**src/rtl/fhcc_pkg.sv**
```systemverilog
// Shared types, constants and helpers for the file header content classifier.
package fhcc_pkg;

   localparam int BYTE_W           = 8;
   localparam int THRESH_W         = 7;
   localparam int HEADER_BYTES_DEF = 512;
   localparam int QUEUE_DEPTH_DEF  = 2;
   localparam int KEY_BYTES        = 8;
   localparam int IOFF_W           = 10;
   localparam int ILEN_W           = 9;
   localparam int PERCENT_SCALE    = 100;
   localparam int ELF_MIN_BYTES    = 16;
   localparam int ELF_TYPE_BYTES   = 18;
   localparam int HDR_LEAD_BYTES   = 6;
   localparam int HDR_TYPE_LO_POS  = 16;
   localparam int HDR_TYPE_HI_POS  = 17;
   localparam int INTERP_START_POS = 2;

   localparam logic [THRESH_W-1:0] THRESH_RESET = 7'd80;

   localparam logic [BYTE_W-1:0] CH_DEL   = 8'h7f;
   localparam logic [BYTE_W-1:0] CH_E     = 8'h45;
   localparam logic [BYTE_W-1:0] CH_L     = 8'h4c;
   localparam logic [BYTE_W-1:0] CH_F     = 8'h46;
   localparam logic [BYTE_W-1:0] CH_HASH  = 8'h23;
   localparam logic [BYTE_W-1:0] CH_BANG  = 8'h21;
   localparam logic [BYTE_W-1:0] CH_SPACE = 8'h20;
   localparam logic [BYTE_W-1:0] CH_LF    = 8'h0a;
   localparam logic [BYTE_W-1:0] CH_CR    = 8'h0d;
   localparam logic [BYTE_W-1:0] CH_TAB   = 8'h09;
   localparam logic [BYTE_W-1:0] CH_FF    = 8'h0c;
   localparam logic [BYTE_W-1:0] CH_TILDE = 8'h7e;

   localparam logic [BYTE_W-1:0] ELF_CODE_1 = 8'h01;
   localparam logic [BYTE_W-1:0] ELF_CODE_2 = 8'h02;
   localparam logic [BYTE_W-1:0] ELF_CODE_3 = 8'h03;

   typedef enum logic [1:0] {
      KIND_ELF    = 2'd0,
      KIND_SCRIPT = 2'd1,
      KIND_TEXT   = 2'd2,
      KIND_DATA   = 2'd3
   } kind_type;

   typedef enum logic [1:0] {
      CLS_NONE = 2'd0,
      CLS_32   = 2'd1,
      CLS_64   = 2'd2
   } elf_class_type;

   typedef enum logic [1:0] {
      ORD_NONE = 2'd0,
      ORD_LSB  = 2'd1,
      ORD_MSB  = 2'd2
   } elf_order_type;

   typedef enum logic [1:0] {
      OTYPE_REL  = 2'd0,
      OTYPE_EXEC = 2'd1,
      OTYPE_DYN  = 2'd2,
      OTYPE_OBJ  = 2'd3
   } elf_otype_type;

   // one classified file; kind KIND_DATA here means the text ratio decides
   typedef struct packed {
      kind_type             kind;
      elf_class_type        elf_class;
      elf_order_type        elf_byte_order;
      elf_otype_type        elf_object_type;
      logic [IOFF_W-1:0]    interp_offset;
      logic [ILEN_W-1:0]    interp_length;
   } summ_type;

   function automatic logic is_text(input logic [BYTE_W-1:0] b);
      is_text = (b >= CH_SPACE && b <= CH_TILDE) || b == CH_LF || b == CH_CR ||
                b == CH_TAB || b == CH_FF;
   endfunction

endpackage

```
**src/rtl/fhcc_if.sv**
```systemverilog
// Channel interfaces: byte input, classification result and threshold write.
interface fhcc_req_if;
   import fhcc_pkg::*;
   logic              valid;
   logic              ready;
   logic [BYTE_W-1:0] data_byte;
   logic              last_byte;
   modport source (output valid, data_byte, last_byte, input ready);
   modport sink   (input valid, data_byte, last_byte, output ready);
endinterface

interface fhcc_rsp_if;
   import fhcc_pkg::*;
   logic              valid;
   logic              ready;
   logic [1:0]        content_kind;
   logic [1:0]        elf_class;
   logic [1:0]        elf_byte_order;
   logic [1:0]        elf_object_type;
   logic [IOFF_W-1:0] interp_offset;
   logic [ILEN_W-1:0] interp_length;
   modport source (output valid, content_kind, elf_class, elf_byte_order, elf_object_type,
                   interp_offset, interp_length, input ready);
   modport sink   (input valid, content_kind, elf_class, elf_byte_order, elf_object_type,
                   interp_offset, interp_length, output ready);
endinterface

interface fhcc_csr_if;
   import fhcc_pkg::*;
   logic                valid;
   logic                ready;
   logic [THRESH_W-1:0] text_percent_threshold;
   modport source (output valid, text_percent_threshold, input ready);
   modport sink   (input valid, text_percent_threshold, output ready);
endinterface

```
**src/rtl/fhcc_front.sv**
```systemverilog
// Front end: accumulates per-file header state and classifies on the last byte.
module fhcc_front #(
   parameter int HEADER_BYTES = fhcc_pkg::HEADER_BYTES_DEF,
   parameter int CNT_W        = $clog2(HEADER_BYTES + 1)
) (
   input  logic               clock,
   input  logic               reset,
   fhcc_req_if.sink           req_ch,
   output logic               push_valid,
   input  logic               push_ready,
   output fhcc_pkg::summ_type push_summ,
   output logic [CNT_W-1:0]   push_text,
   output logic [CNT_W-1:0]   push_bytes
);
   import fhcc_pkg::*;

   typedef enum logic [1:0] {
      PH_SKIP = 2'd0,
      PH_NAME = 2'd1,
      PH_DONE = 2'd2
   } phase_type;

   logic [CNT_W-1:0]  bytes_ff, bytes_in;
   logic [CNT_W-1:0]  text_ff, text_in;
   logic [BYTE_W-1:0] hdr_ff [KEY_BYTES];
   logic [BYTE_W-1:0] hdr_in [KEY_BYTES];
   phase_type         phase_ff, phase_in;
   logic [CNT_W-1:0]  begin_ff, begin_in;
   logic [CNT_W-1:0]  end_ff, end_in;

   logic              accept;
   logic              take;
   logic              eol;
   logic [BYTE_W-1:0] b;
   logic [CNT_W-1:0]  pos;
   logic [2*BYTE_W-1:0] etype;
   summ_type          summ;

   assign req_ch.ready = push_ready;
   assign accept       = req_ch.valid && req_ch.ready;
   assign b            = req_ch.data_byte;
   assign pos          = bytes_ff;
   assign take         = bytes_ff < CNT_W'(HEADER_BYTES);
   assign eol          = (b == CH_LF) || (b == CH_CR);

   always_comb begin
      bytes_in = bytes_ff;
      text_in  = text_ff;
      hdr_in   = hdr_ff;
      phase_in = phase_ff;
      begin_in = begin_ff;
      end_in   = end_ff;
      if (take) begin
         if (pos < CNT_W'(HDR_LEAD_BYTES)) begin
            hdr_in[pos[2:0]] = b;
         end else if (pos == CNT_W'(HDR_TYPE_LO_POS)) begin
            hdr_in[6] = b;
         end else if (pos == CNT_W'(HDR_TYPE_HI_POS)) begin
            hdr_in[7] = b;
         end
         text_in = text_ff + CNT_W'(is_text(b));
         if (pos >= CNT_W'(INTERP_START_POS)) begin
            unique case (phase_ff)
               PH_SKIP: begin
                  if (b != CH_SPACE) begin
                     begin_in = pos;
                     if (eol) begin
                        end_in   = pos;
                        phase_in = PH_DONE;
                     end else begin
                        end_in   = pos + CNT_W'(1);
                        phase_in = PH_NAME;
                     end
                  end
               end
               PH_NAME: begin
                  if (eol) begin
                     phase_in = PH_DONE;
                  end else begin
                     end_in = pos + CNT_W'(1);
                  end
               end
               default: ;
            endcase
         end
         bytes_in = bytes_ff + CNT_W'(1);
      end
   end

   assign etype = {hdr_in[7], hdr_in[6]};

   always_comb begin
      summ = '0;
      if (bytes_in >= CNT_W'(ELF_MIN_BYTES) && hdr_in[0] == CH_DEL && hdr_in[1] == CH_E &&
          hdr_in[2] == CH_L && hdr_in[3] == CH_F) begin
         summ.kind = KIND_ELF;
         if (hdr_in[4] == ELF_CODE_1) begin
            summ.elf_class = CLS_32;
         end else if (hdr_in[4] == ELF_CODE_2) begin
            summ.elf_class = CLS_64;
         end
         if (hdr_in[5] == ELF_CODE_1) begin
            summ.elf_byte_order = ORD_LSB;
         end else if (hdr_in[5] == ELF_CODE_2) begin
            summ.elf_byte_order = ORD_MSB;
         end
         summ.elf_object_type = OTYPE_OBJ;
         if (bytes_in >= CNT_W'(ELF_TYPE_BYTES) && hdr_in[5] == ELF_CODE_1) begin
            if (etype == {8'h00, ELF_CODE_1}) begin
               summ.elf_object_type = OTYPE_REL;
            end else if (etype == {8'h00, ELF_CODE_2}) begin
               summ.elf_object_type = OTYPE_EXEC;
            end else if (etype == {8'h00, ELF_CODE_3}) begin
               summ.elf_object_type = OTYPE_DYN;
            end
         end
      end else if (bytes_in >= CNT_W'(INTERP_START_POS) && hdr_in[0] == CH_HASH &&
                   hdr_in[1] == CH_BANG) begin
         summ.kind = KIND_SCRIPT;
         if (phase_in == PH_SKIP) begin
            summ.interp_offset = IOFF_W'(bytes_in);
         end else begin
            summ.interp_offset = IOFF_W'(begin_in);
            summ.interp_length = ILEN_W'(end_in - begin_in);
         end
      end else begin
         summ.kind = KIND_DATA;
      end
   end

   assign push_valid = accept && req_ch.last_byte;
   assign push_summ  = summ;
   assign push_text  = text_in;
   assign push_bytes = bytes_in;

   always_ff @(posedge clock) begin
      if (reset) begin
         bytes_ff <= '0;
         text_ff  <= '0;
         hdr_ff   <= '{default: '0};
         phase_ff <= PH_SKIP;
         begin_ff <= '0;
         end_ff   <= '0;
      end else if (accept) begin
         if (req_ch.last_byte) begin
            bytes_ff <= '0;
            text_ff  <= '0;
            hdr_ff   <= '{default: '0};
            phase_ff <= PH_SKIP;
            begin_ff <= '0;
            end_ff   <= '0;
         end else begin
            bytes_ff <= bytes_in;
            text_ff  <= text_in;
            hdr_ff   <= hdr_in;
            phase_ff <= phase_in;
            begin_ff <= begin_in;
            end_ff   <= end_in;
         end
      end
   end

endmodule

```
**src/rtl/fhcc_queue.sv**
```systemverilog
// Small FIFO between the front end and the back end.
module fhcc_queue #(
   parameter int DEPTH  = fhcc_pkg::QUEUE_DEPTH_DEF,
   parameter int DATA_W = 1
) (
   input  logic              clock,
   input  logic              reset,
   input  logic              push_valid,
   output logic              push_ready,
   input  logic [DATA_W-1:0] push_data,
   output logic              pop_valid,
   input  logic              pop_ready,
   output logic [DATA_W-1:0] pop_data
);
   localparam int PTR_W = (DEPTH > 1) ? $clog2(DEPTH) : 1;
   localparam int CNT_W = $clog2(DEPTH + 1);

   logic [DATA_W-1:0] mem [DEPTH];
   logic [PTR_W-1:0]  wr_ff;
   logic [PTR_W-1:0]  rd_ff;
   logic [CNT_W-1:0]  cnt_ff;
   logic              push, pop;

   assign push_ready = cnt_ff != CNT_W'(DEPTH);
   assign pop_valid  = cnt_ff != '0;
   assign push       = push_valid && push_ready;
   assign pop        = pop_valid && pop_ready;
   assign pop_data   = mem[rd_ff];

   always_ff @(posedge clock) begin
      if (push) begin
         mem[wr_ff] <= push_data;
      end
   end

   always_ff @(posedge clock) begin
      if (reset) begin
         wr_ff  <= '0;
         rd_ff  <= '0;
         cnt_ff <= '0;
      end else begin
         if (push) begin
            wr_ff <= (wr_ff == PTR_W'(DEPTH - 1)) ? '0 : wr_ff + PTR_W'(1);
         end
         if (pop) begin
            rd_ff <= (rd_ff == PTR_W'(DEPTH - 1)) ? '0 : rd_ff + PTR_W'(1);
         end
         if (push && !pop) begin
            cnt_ff <= cnt_ff + CNT_W'(1);
         end else if (pop && !push) begin
            cnt_ff <= cnt_ff - CNT_W'(1);
         end
      end
   end

endmodule

```
**src/rtl/fhcc_back.sv**
```systemverilog
// Back end: text ratio decision, threshold register and result output register.
module fhcc_back #(
   parameter int CNT_W = 10
) (
   input  logic               clock,
   input  logic               reset,
   fhcc_csr_if.sink           csr_ch,
   fhcc_rsp_if.source         rsp_ch,
   input  logic               pop_valid,
   output logic               pop_ready,
   input  fhcc_pkg::summ_type pop_summ,
   input  logic [CNT_W-1:0]   pop_text,
   input  logic [CNT_W-1:0]   pop_bytes
);
   import fhcc_pkg::*;

   localparam int PROD_W = CNT_W + THRESH_W + 1;

   logic [THRESH_W-1:0] thr_ff;
   logic                s1_valid_ff;
   summ_type            s1_summ_ff;
   logic [PROD_W-1:0]   s1_text_ff;
   logic [PROD_W-1:0]   s1_lim_ff;
   logic                out_valid_ff;
   summ_type            out_summ_ff, out_summ_in;
   logic                s1_load, s2_load;
   kind_type            kind_in;

   assign csr_ch.ready = 1'b1;

   assign s2_load   = s1_valid_ff && (!out_valid_ff || rsp_ch.ready);
   assign s1_load   = pop_valid && (!s1_valid_ff || s2_load);
   assign pop_ready = !s1_valid_ff || s2_load;

   // floor(100*t/n) > thr  <=>  100*t >= (thr+1)*n
   always_comb begin
      kind_in = s1_summ_ff.kind;
      if (s1_summ_ff.kind == KIND_DATA) begin
         kind_in = (s1_text_ff >= s1_lim_ff) ? KIND_TEXT : KIND_DATA;
      end
      out_summ_in      = s1_summ_ff;
      out_summ_in.kind = kind_in;
   end

   always_ff @(posedge clock) begin
      if (reset) begin
         thr_ff <= THRESH_RESET;
      end else if (csr_ch.valid && csr_ch.ready) begin
         thr_ff <= csr_ch.text_percent_threshold;
      end
   end

   always_ff @(posedge clock) begin
      if (s1_load) begin
         s1_summ_ff <= pop_summ;
         s1_text_ff <= PROD_W'(pop_text) * PROD_W'(PERCENT_SCALE);
         s1_lim_ff  <= PROD_W'({1'b0, thr_ff} + 8'd1) * PROD_W'(pop_bytes);
      end
      if (s2_load) begin
         out_summ_ff <= out_summ_in;
      end
   end

   always_ff @(posedge clock) begin
      if (reset) begin
         s1_valid_ff  <= 1'b0;
         out_valid_ff <= 1'b0;
      end else begin
         if (s1_load) begin
            s1_valid_ff <= 1'b1;
         end else if (s2_load) begin
            s1_valid_ff <= 1'b0;
         end
         if (s2_load) begin
            out_valid_ff <= 1'b1;
         end else if (rsp_ch.ready) begin
            out_valid_ff <= 1'b0;
         end
      end
   end

   assign rsp_ch.valid           = out_valid_ff;
   assign rsp_ch.content_kind    = out_summ_ff.kind;
   assign rsp_ch.elf_class       = out_summ_ff.elf_class;
   assign rsp_ch.elf_byte_order  = out_summ_ff.elf_byte_order;
   assign rsp_ch.elf_object_type = out_summ_ff.elf_object_type;
   assign rsp_ch.interp_offset   = out_summ_ff.interp_offset;
   assign rsp_ch.interp_length   = out_summ_ff.interp_length;

endmodule

```
**src/rtl/file_header_content_classifier_top.sv**
```systemverilog
// Top level of the file header content classifier.
//
//  channel  | dir | payload                                   | transaction
//  req_ch   | in  | data_byte, last_byte                      | one file byte
//  rsp_ch   | out | content_kind, elf_*, interp_offset/length | one file result
//  csr_ch   | in  | text_percent_threshold                    | threshold write
//
// One byte is taken per cycle while the queue has room; a result passes the queue
// write, product stage and output register after the transaction carrying last_byte.
// Reset is synchronous: file state clears and the threshold returns to 80.
// A stalled rsp_ch fills the back end and then the queue; req_ch.ready drops
// only while the queue is full.
module file_header_content_classifier_top #(
   parameter int HEADER_BYTES = fhcc_pkg::HEADER_BYTES_DEF,
   parameter int QUEUE_DEPTH  = fhcc_pkg::QUEUE_DEPTH_DEF
) (
   input  logic       clock,
   input  logic       reset,
   fhcc_req_if.sink   req_ch,
   fhcc_rsp_if.source rsp_ch,
   fhcc_csr_if.sink   csr_ch
);
   import fhcc_pkg::*;

   localparam int CNT_W  = $clog2(HEADER_BYTES + 1);
   localparam int ENTRY_W = $bits(summ_type) + 2 * CNT_W;

   logic               push_valid, push_ready;
   summ_type           push_summ;
   logic [CNT_W-1:0]   push_text, push_bytes;
   logic               pop_valid, pop_ready;
   logic [ENTRY_W-1:0] pop_data;
   summ_type           pop_summ;
   logic [CNT_W-1:0]   pop_text, pop_bytes;

   fhcc_front #(
      .HEADER_BYTES (HEADER_BYTES),
      .CNT_W        (CNT_W)
   ) u_front (
      .clock      (clock),
      .reset      (reset),
      .req_ch     (req_ch),
      .push_valid (push_valid),
      .push_ready (push_ready),
      .push_summ  (push_summ),
      .push_text  (push_text),
      .push_bytes (push_bytes)
   );

   fhcc_queue #(
      .DEPTH  (QUEUE_DEPTH),
      .DATA_W (ENTRY_W)
   ) u_queue (
      .clock      (clock),
      .reset      (reset),
      .push_valid (push_valid),
      .push_ready (push_ready),
      .push_data  ({push_summ, push_text, push_bytes}),
      .pop_valid  (pop_valid),
      .pop_ready  (pop_ready),
      .pop_data   (pop_data)
   );

   assign {pop_summ, pop_text, pop_bytes} = pop_data;

   fhcc_back #(
      .CNT_W (CNT_W)
   ) u_back (
      .clock     (clock),
      .reset     (reset),
      .csr_ch    (csr_ch),
      .rsp_ch    (rsp_ch),
      .pop_valid (pop_valid),
      .pop_ready (pop_ready),
      .pop_summ  (pop_summ),
      .pop_text  (pop_text),
      .pop_bytes (pop_bytes)
   );

endmodule

```
**src/flat_wrapper.sv**
```systemverilog
// flat-port wrapper written by rule: the top's interface ports become plain ports
module file_header_content_classifier_top_flat import fhcc_pkg::*;
#(
   parameter int HEADER_BYTES = fhcc_pkg::HEADER_BYTES_DEF,
   parameter int QUEUE_DEPTH  = fhcc_pkg::QUEUE_DEPTH_DEF
)
  (clock, reset, req_ch_valid, req_ch_data_byte, req_ch_last_byte, req_ch_ready, rsp_ch_valid, rsp_ch_content_kind, rsp_ch_elf_class, rsp_ch_elf_byte_order, rsp_ch_elf_object_type, rsp_ch_interp_offset, rsp_ch_interp_length, rsp_ch_ready, csr_ch_valid, csr_ch_text_percent_threshold, csr_ch_ready);
  fhcc_req_if req_ch_i ();
  fhcc_rsp_if rsp_ch_i ();
  fhcc_csr_if csr_ch_i ();
  input  logic clock;
  input  logic reset;
  input wire logic [$bits(req_ch_i.valid)-1:0] req_ch_valid;
  input wire logic [$bits(req_ch_i.data_byte)-1:0] req_ch_data_byte;
  input wire logic [$bits(req_ch_i.last_byte)-1:0] req_ch_last_byte;
  output wire logic [$bits(req_ch_i.ready)-1:0] req_ch_ready;
  output wire logic [$bits(rsp_ch_i.valid)-1:0] rsp_ch_valid;
  output wire logic [$bits(rsp_ch_i.content_kind)-1:0] rsp_ch_content_kind;
  output wire logic [$bits(rsp_ch_i.elf_class)-1:0] rsp_ch_elf_class;
  output wire logic [$bits(rsp_ch_i.elf_byte_order)-1:0] rsp_ch_elf_byte_order;
  output wire logic [$bits(rsp_ch_i.elf_object_type)-1:0] rsp_ch_elf_object_type;
  output wire logic [$bits(rsp_ch_i.interp_offset)-1:0] rsp_ch_interp_offset;
  output wire logic [$bits(rsp_ch_i.interp_length)-1:0] rsp_ch_interp_length;
  input wire logic [$bits(rsp_ch_i.ready)-1:0] rsp_ch_ready;
  input wire logic [$bits(csr_ch_i.valid)-1:0] csr_ch_valid;
  input wire logic [$bits(csr_ch_i.text_percent_threshold)-1:0] csr_ch_text_percent_threshold;
  output wire logic [$bits(csr_ch_i.ready)-1:0] csr_ch_ready;
  assign req_ch_i.valid = req_ch_valid;
  assign req_ch_i.data_byte = req_ch_data_byte;
  assign req_ch_i.last_byte = req_ch_last_byte;
  assign req_ch_ready = req_ch_i.ready;
  assign rsp_ch_valid = rsp_ch_i.valid;
  assign rsp_ch_content_kind = rsp_ch_i.content_kind;
  assign rsp_ch_elf_class = rsp_ch_i.elf_class;
  assign rsp_ch_elf_byte_order = rsp_ch_i.elf_byte_order;
  assign rsp_ch_elf_object_type = rsp_ch_i.elf_object_type;
  assign rsp_ch_interp_offset = rsp_ch_i.interp_offset;
  assign rsp_ch_interp_length = rsp_ch_i.interp_length;
  assign rsp_ch_i.ready = rsp_ch_ready;
  assign csr_ch_i.valid = csr_ch_valid;
  assign csr_ch_i.text_percent_threshold = csr_ch_text_percent_threshold;
  assign csr_ch_ready = csr_ch_i.ready;
  file_header_content_classifier_top #(.HEADER_BYTES(HEADER_BYTES), .QUEUE_DEPTH(QUEUE_DEPTH)) u_core (.clock(clock), .reset(reset), .req_ch(req_ch_i), .rsp_ch(rsp_ch_i), .csr_ch(csr_ch_i));
endmodule
```
**config.mk**
```make
export PLATFORM = sky130hd
export DESIGN_NAME = file_header_content_classifier_top_flat
export DESIGN_NICKNAME = d
export VERILOG_FILES = /design/src/rtl/fhcc_pkg.sv /design/src/rtl/fhcc_if.sv /design/src/rtl/fhcc_front.sv /design/src/rtl/fhcc_queue.sv /design/src/rtl/fhcc_back.sv /design/src/rtl/file_header_content_classifier_top.sv /design/src/flat_wrapper.sv
export SDC_FILE = /design/constraint.sdc
export NUM_CORES = 1
export LEC_CHECK = 0
export BUFFER_PORTS_ARGS = -buffer_cell sky130_fd_sc_hd__buf_2
export CAP_MARGIN = 20
export CELL_PAD_IN_SITES_DETAIL_PLACEMENT = 1
export CELL_PAD_IN_SITES_GLOBAL_PLACEMENT = 1
export CORE_ASPECT_RATIO = 0.9
export CORE_MARGIN = 1
export CORE_UTILIZATION = 46
export CTS_CLUSTER_SIZE = 20
export DETAILED_ROUTE_END_ITERATION = 12
export GPL_TIMING_DRIVEN = 0
export HOLD_SLACK_MARGIN = 0.03
export PLACE_DENSITY = 0.87
export SLEW_MARGIN = 15
export SYNTH_ARGS = -nofsm -noshare
export SYNTH_HDL_FRONTEND = slang
export SYNTH_SLANG_ARGS = --single-unit
```
**constraint.sdc**
```tcl
create_clock -name clock -period 6.1 [get_ports clock]
set_input_delay 0.61 -clock clock [delete_from_list [all_inputs] [get_ports clock]]
set_output_delay 0.61 -clock clock [all_outputs]
set_load 0.01 [all_outputs]
```
# Word-level counts from Yosys, hierarchy flattened

Memories as Yosys holds them, arrays and structs flattened. A register that Yosys moved wholly into a read port is not among the register bits.
Cells that the tools add are included.

Bitwise gates (word level): 1
Multiplexer cells: 62
Reductions and logical operators: 33
Magnitude comparators: 11
Eq/ne operators: 23
$add $sub $neg: 8
Multiply operators: 2

Operators with widths:

| operator                                                           | count |
|---|---|
| 2-to-1 mux 10 bit                                                  | 16 |
| 2-to-1 mux 64 bit                                                  | 2 |
| bitwise mux 64 bit                                                 | 1 |
| 2-to-1 mux 48 bit                                                  | 1 |
| 2-to-1 mux 19 bit                                                  | 2 |
| 2-to-1 mux 2 bit                                                   | 18 |
| == test 16 x 2 -> 1 bit, second input constant                     | 2 |
| == test 8 x 4 -> 1 bit, second input constant                      | 4 |
| == test 8 x 7 -> 1 bit, second input constant                      | 4 |
| 2-to-1 mux 8 bit                                                   | 4 |
| demux 8 bit (select 3 bit)                                         | 1 |
| == test 10 x 5 -> 1 bit, second input constant                     | 2 |
| greater-or-equal comparator 10 x 2 -> 1 bit, second input constant | 2 |
| greater-or-equal comparator 10 x 5 -> 1 bit, second input constant | 2 |
| case mux 10 bit (2 select lines)                                   | 1 |
| greater-or-equal comparator 17 x 18 -> 1 bit                       | 1 |
| multiplier 8 x 10 -> 18 bit                                        | 1 |
| == test 16 x 1 -> 1 bit, second input constant                     | 1 |
| == test 8 x 1 -> 1 bit, second input constant                      | 2 |
| == test 8 x 2 -> 1 bit, second input constant                      | 2 |
| == test 8 x 6 -> 1 bit, second input constant                      | 2 |
| logical AND 1 bit                                                  | 16 |
| 2-to-1 mux 16 bit                                                  | 1 |
| multiplier 10 x 5 -> 15 bit, second input constant                 | 1 |
| other kinds (26)                                                   | 51 |

Register bits after elaboration: 206
Memories kept: 1
Output and inout port bits: 30
Memory bits (writable): 94

Memories:

| memory             | words | bits a word | read ports | clocked after memory_dff | wr ports | RTL line         | text |
|---|---|---|---|---|---|---|---|
| u_core.u_queue.mem | 2     | 47          | 1          | 1                        | 1        | fhcc_queue.sv:18 | `logic [DATA_W-1:0] mem [DEPTH];` |

# Logic depth before layout (Yosys ltp)

Depth after elaboration: 14
Depth in mapped cells: 21
Depth with buffers taken out: 21

# Modules after synthesis

From an unflattened synthesis, not the netlist that was laid out.

Cells, all modules: 1549
Area, all modules: 16783.6 um^2

Modules (own cells, without submodules):

| module     | seq. area each (um^2) | times used | area each (um^2) | cells an instance |
|---|---|---|---|---|
| fhcc_back  | 2792.7                | 1          | 6960.4           | 597 |
| fhcc_front | 2102.0                | 1          | 6204.7           | 782 |
| fhcc_queue | 2922.8                | 1          | 3618.5           | 170 |

# Least setup slack after synthesis

Ideal clock, no wire load.

Kind: register to register
Start: register (tool-made name)
End: register u_core.u_back.s1_lim_ff[16] (data pin)
Data required time: 5.842 ns
Cell stages (with the launch flop): 18
Slack: 0.470 ns
Period minus slack after synthesis: 5.630 ns
Setup time: 0.258 ns
Arrival time: 5.372 ns
Path through: dfxtp_1 clkbuf_1 mux2i_1 nor2_1 fa_1 fa_1 inv_1 fa_1 fa_1 inv_1 ha_1 o21a_1 a2111oi_0 o31ai_1 or4_1 a31o_2 a21oi_1 xnor2_1

RTL lines:

| element              | RTL line        | text |
|---|---|---|
| end signal, assigned | fhcc_back.sv:57 | `s1_lim_ff <= PROD_W'({1'b0, thr_ff} + 8'd1) * PROD_W'(pop_bytes);` |
| end, declared        | fhcc_back.sv:23 | `logic [PROD_W-1:0] s1_lim_ff;` |

==> flow_summary.yaml <==
job:
  drv_cap: 0
clock_network:
  h-tree-depth: 2
  cts_sinks: 300
  postCtsSetupBuffers: 0
  numCtsBuffers: 35
  path_clk_slew_ns: 0.06
  cts-root-buf: "clkbuf_16"
  clkLatencyLatePin_ns: 0.55
  tritoncts: "built"
  cts_buffer_depth: 3
synth:
  synth_area_sq_um: 16370
  ys_ff_latch: 300
  synth_xor_area_frac: 0.02866
  async_flop_share: 0
  syn_area_per_cell_sq_um: 10.80
  yosysWarnings: 0
  synth_top_family_by_area: "adder cells"
  syn_nets: 1694
  muxShareOfSynthArea: 0.04555
  synth_cell_type_count: 82
  synth_compound_area_frac: 0.1137
  synthAdderAreaFrac: 0.1448
  seq_area_frac_synth: 0.4775
  ys.flop_type: "edfxtp_1"
  synth_edf_count: 181
  syn_inst: 1516
  synth-simple-area-share: 0.1434
placed_design:
  gp_congestion: 0.9472
  dp_cells: 2036
  place_area_sq_um: 17310
  io_buffers: 47
  dp.final_hpwl_microns: 34420
global_routing:
  top_usage_layer: "met2"
  grt-ovfl-total: 0
  grt_pass1_vias: 13445
  grt_pass1_wl_microns: 74430
  grt_antenna_before_repair: 0
  grt_usage: 0.2622
  use_met2: 0.4542
  use_met3: 0.04365
  grt_max_degree: 54
  gr-usage-met1: 0.3158
detailed_routing:
  drc_errors: 0
  wl_per_cell_microns: 23.16
  ant_nets: 0
  drt_iter0_markers: 840
  drtPass1Iterations: 6
  vias: 12487
  via_per_inst: 5.941
  wirelength_microns: 48680
power:
  ir_drop_uv: 251.5
  p_leak_nw: 7.396
  p_per_area_nw_per_um2: 445.8
  totalPowerFinal_mw: 8.382
sta:
  hold_viol_final: 0
  timing.final.crit_share: 0.9754
  period_minus_slack_ns: 5.950
  max_clock_freq_ghz: 0.1681
  fin_skew_ns: 0.02278
  slew_headroom: 0.3388
  finalSetupViolCount: 0
  drv_slew: 0
  tightest_slew_ns: 0.9843
status:
  outcome: "finished clean"
final_layout:
  n_antenna_cell: 0
  fin_cells: 2102
  final_area_sq_um: 18800
  layout_commonest_cell: "nor2_1"
  area_delta_synth_final_pct: 14.84
  finalNetCount: 1784
  drive_gt1_frac: 0.1390
  n_fill_cell: 3742
  layout_common_cells: "230 x nor2_1, 181 x edfxtp_1, 132 x inv_1"
floorplan:
  fp.dieArea_sq_um: 36350
  die_x_microns: 200.9
  coreArea_sq_um: 35050
  die_h_microns: 181.0
  ios: 51
  rows: 65
  initial_core_util: 0.4670
critical_path:
  crit_fanout: 10
  endpoint_kind: "flop"
  path_class: "flop to flop"
  critPathLaunchType: "flop"
  worst-endpoint-arrival_ns: 6.22
  critPathRequiredTime_ns: 6.37
worst_hold_path:
  hold_path.class: "input pin to flop"
==> worst max-delay path, stage by stage (launching register included) <==
cell       delay, ns
dfxtp_1         0.33
clkbuf_4        0.34
mux2i_4         0.54
nor2_1          0.13
fa_1            0.48
fa_1            0.54
inv_1           0.05
fa_1            0.46
fa_1            0.55
inv_1           0.05
ha_1            0.35
o21a_1          0.16
a2111oi_2       0.49
o31ai_1         0.18
or4_1           0.48
a31o_2          0.26
a21oi_1         0.17
xnor2_1         0.10
==> cells in the mapped netlist (8+ instances only) <==
| library cell | count | area (sq um) |
|---|---|---|
| mux2i_1 | 28 | 280.3 |
| a22oi_1 | 82 | 615.6 |
| buf_1 | 9 | 33.78 |
| xor2_1 | 22 | 192.7 |
| nor2b_1 | 29 | 181.4 |
| mux2_2 | 40 | 450.4 |
| ha_1 | 103 | 1289 |
| or2_2 | 25 | 156.4 |
| and3_1 | 13 | 81.33 |
| o21a_1 | 11 | 82.58 |
| nand2_1 | 36 | 135.1 |
| dfxtp_1 | 119 | 2382 |
| edfxtp_1 | 181 | 5435 |
| nor3_1 | 26 | 130.1 |
| nor2_1 | 232 | 870.8 |
| fa_1 | 54 | 1081 |
| a211oi_1 | 12 | 90.09 |
| a21oi_1 | 48 | 240.2 |
| and2_1 | 13 | 81.33 |
| clkbuf_1 | 53 | 198.9 |
| nor4_1 | 14 | 87.58 |
| inv_1 | 133 | 499.2 |
| nand3_1 | 26 | 130.1 |
| or4_1 | 9 | 67.56 |
| o21ai_1 | 8 | 40.04 |
| xnor2_1 | 29 | 254.0 |
| o21ai_0 | 32 | 160.2 |
==> final cells by class <==
class / instances / area, sq um / area share
Multi-Input combinational cell: 1018 / 8010 / 0.4261
Sequential cell: 300 / 7826 / 0.4163
Clock buffer: 41 / 949.7 / 0.05051
Tap cell: 469 / 586.8 / 0.03121
Inverter: 133 / 501.7 / 0.02669
Timing Repair Buffer: 53 / 335.3 / 0.01784
Clock inverter: 23 / 329.1 / 0.01750
Buffer: 65 / 261.5 / 0.01391
==> per-stage QoR <==
step	util	setup WS, ns	TNS (ns)	hold slack, ns
detailed placement	0.4937	-0.6142	-1.430	0.4063
CTS	0.5318	0.002524	0	0.2995
global route	0.5364	-0.05153	-0.07507	0.3108
finish	0.5364	0.1500	0	0.3004
floorplan	-	0.4700	0	0.4003
global placement	0.4905	-0.4119	-0.5453	0.4058
==> state kept, by name, indices dropped and copies added (netlist names), 2 cells and up, named ones only <==
signal / flops
u_core.u_back.rsp_ch.interp_length: 9
u_core.u_back.rsp_ch.content_kind: 2
u_core.u_front.end_ff: 9
u_core.u_front.begin_ff: 10
u_core.u_back.s1_summ_ff: 2
u_core.u_front.hdr_ff: 64
u_core.u_back.rsp_ch.interp_offset: 10
u_core.u_back.thr_ff: 7
u_core.u_back.s1_lim_ff: 18
u_core.u_back.rsp_ch.elf_object_type: 2
u_core.u_back.rsp_ch.elf_byte_order: 2
u_core.u_back.out_summ_in: 25
u_core.u_front.bytes_ff: 10
u_core.u_front.text_ff: 10
u_core.u_back.rsp_ch.elf_class: 2
u_core.u_back.s1_text_ff: 15
u_core.u_queue.cnt_ff: 2
u_core.u_queue.mem: 94
u_core.u_front.phase_ff: 2
==> report_power, final <==
part	internal (mW)	leakage (nW)	switching, mW
combinational	1.30	4.13	1.95
clock	1.42	0.618	0.904
sequential	2.67	2.65	0.125
total	5.40	7.40	2.98
==> routing by layer <==
layer	up-vias	part of all wire	wire length [microns]
met4	0	0.046	2220
li1	5585	-	-
met2	485	0.49	23920
met3	141	0.063	3071
met1	6276	0.40	19470
met5	-	0	0
==> cell families after synthesis <==
logic type	Yosys count
flip-flops	300
multiplexers	69
adder cells (fa/ha/maj)	157
buffers and inverters	198
XOR/XNOR	52
other	1
AO/OA/AOI/OAI	263
AND/OR/NAND/NOR	476
==> path summary, 6_finish.rpt <==
kind                                         start                               endpoint  slack [ns]  cells after the start
setup / recovery                              flop            u_core.u_back.s1_lim_ff[16]        0.15                     17
hold / removal    csr_ch_text_percent_threshold[6]                u_core.u_back.thr_ff[6]        0.30                      3
setup reg to reg                              flop            u_core.u_back.s1_lim_ff[16]        0.15                     17
hold reg to reg      u_core.u_back.out_summ_in[12]  u_core.u_back.rsp_ch.interp_offset[3]        0.42                      0
==> timing repair <==
action / CTS / global route
hold endpoints to repair: 0 / 0
hold buffers: 0 / 0
setup endpoints to repair: 4 / 4
pin swaps: 0 / 1
resized for setup: 13 / 28
(Power assumes the default switching activity.)
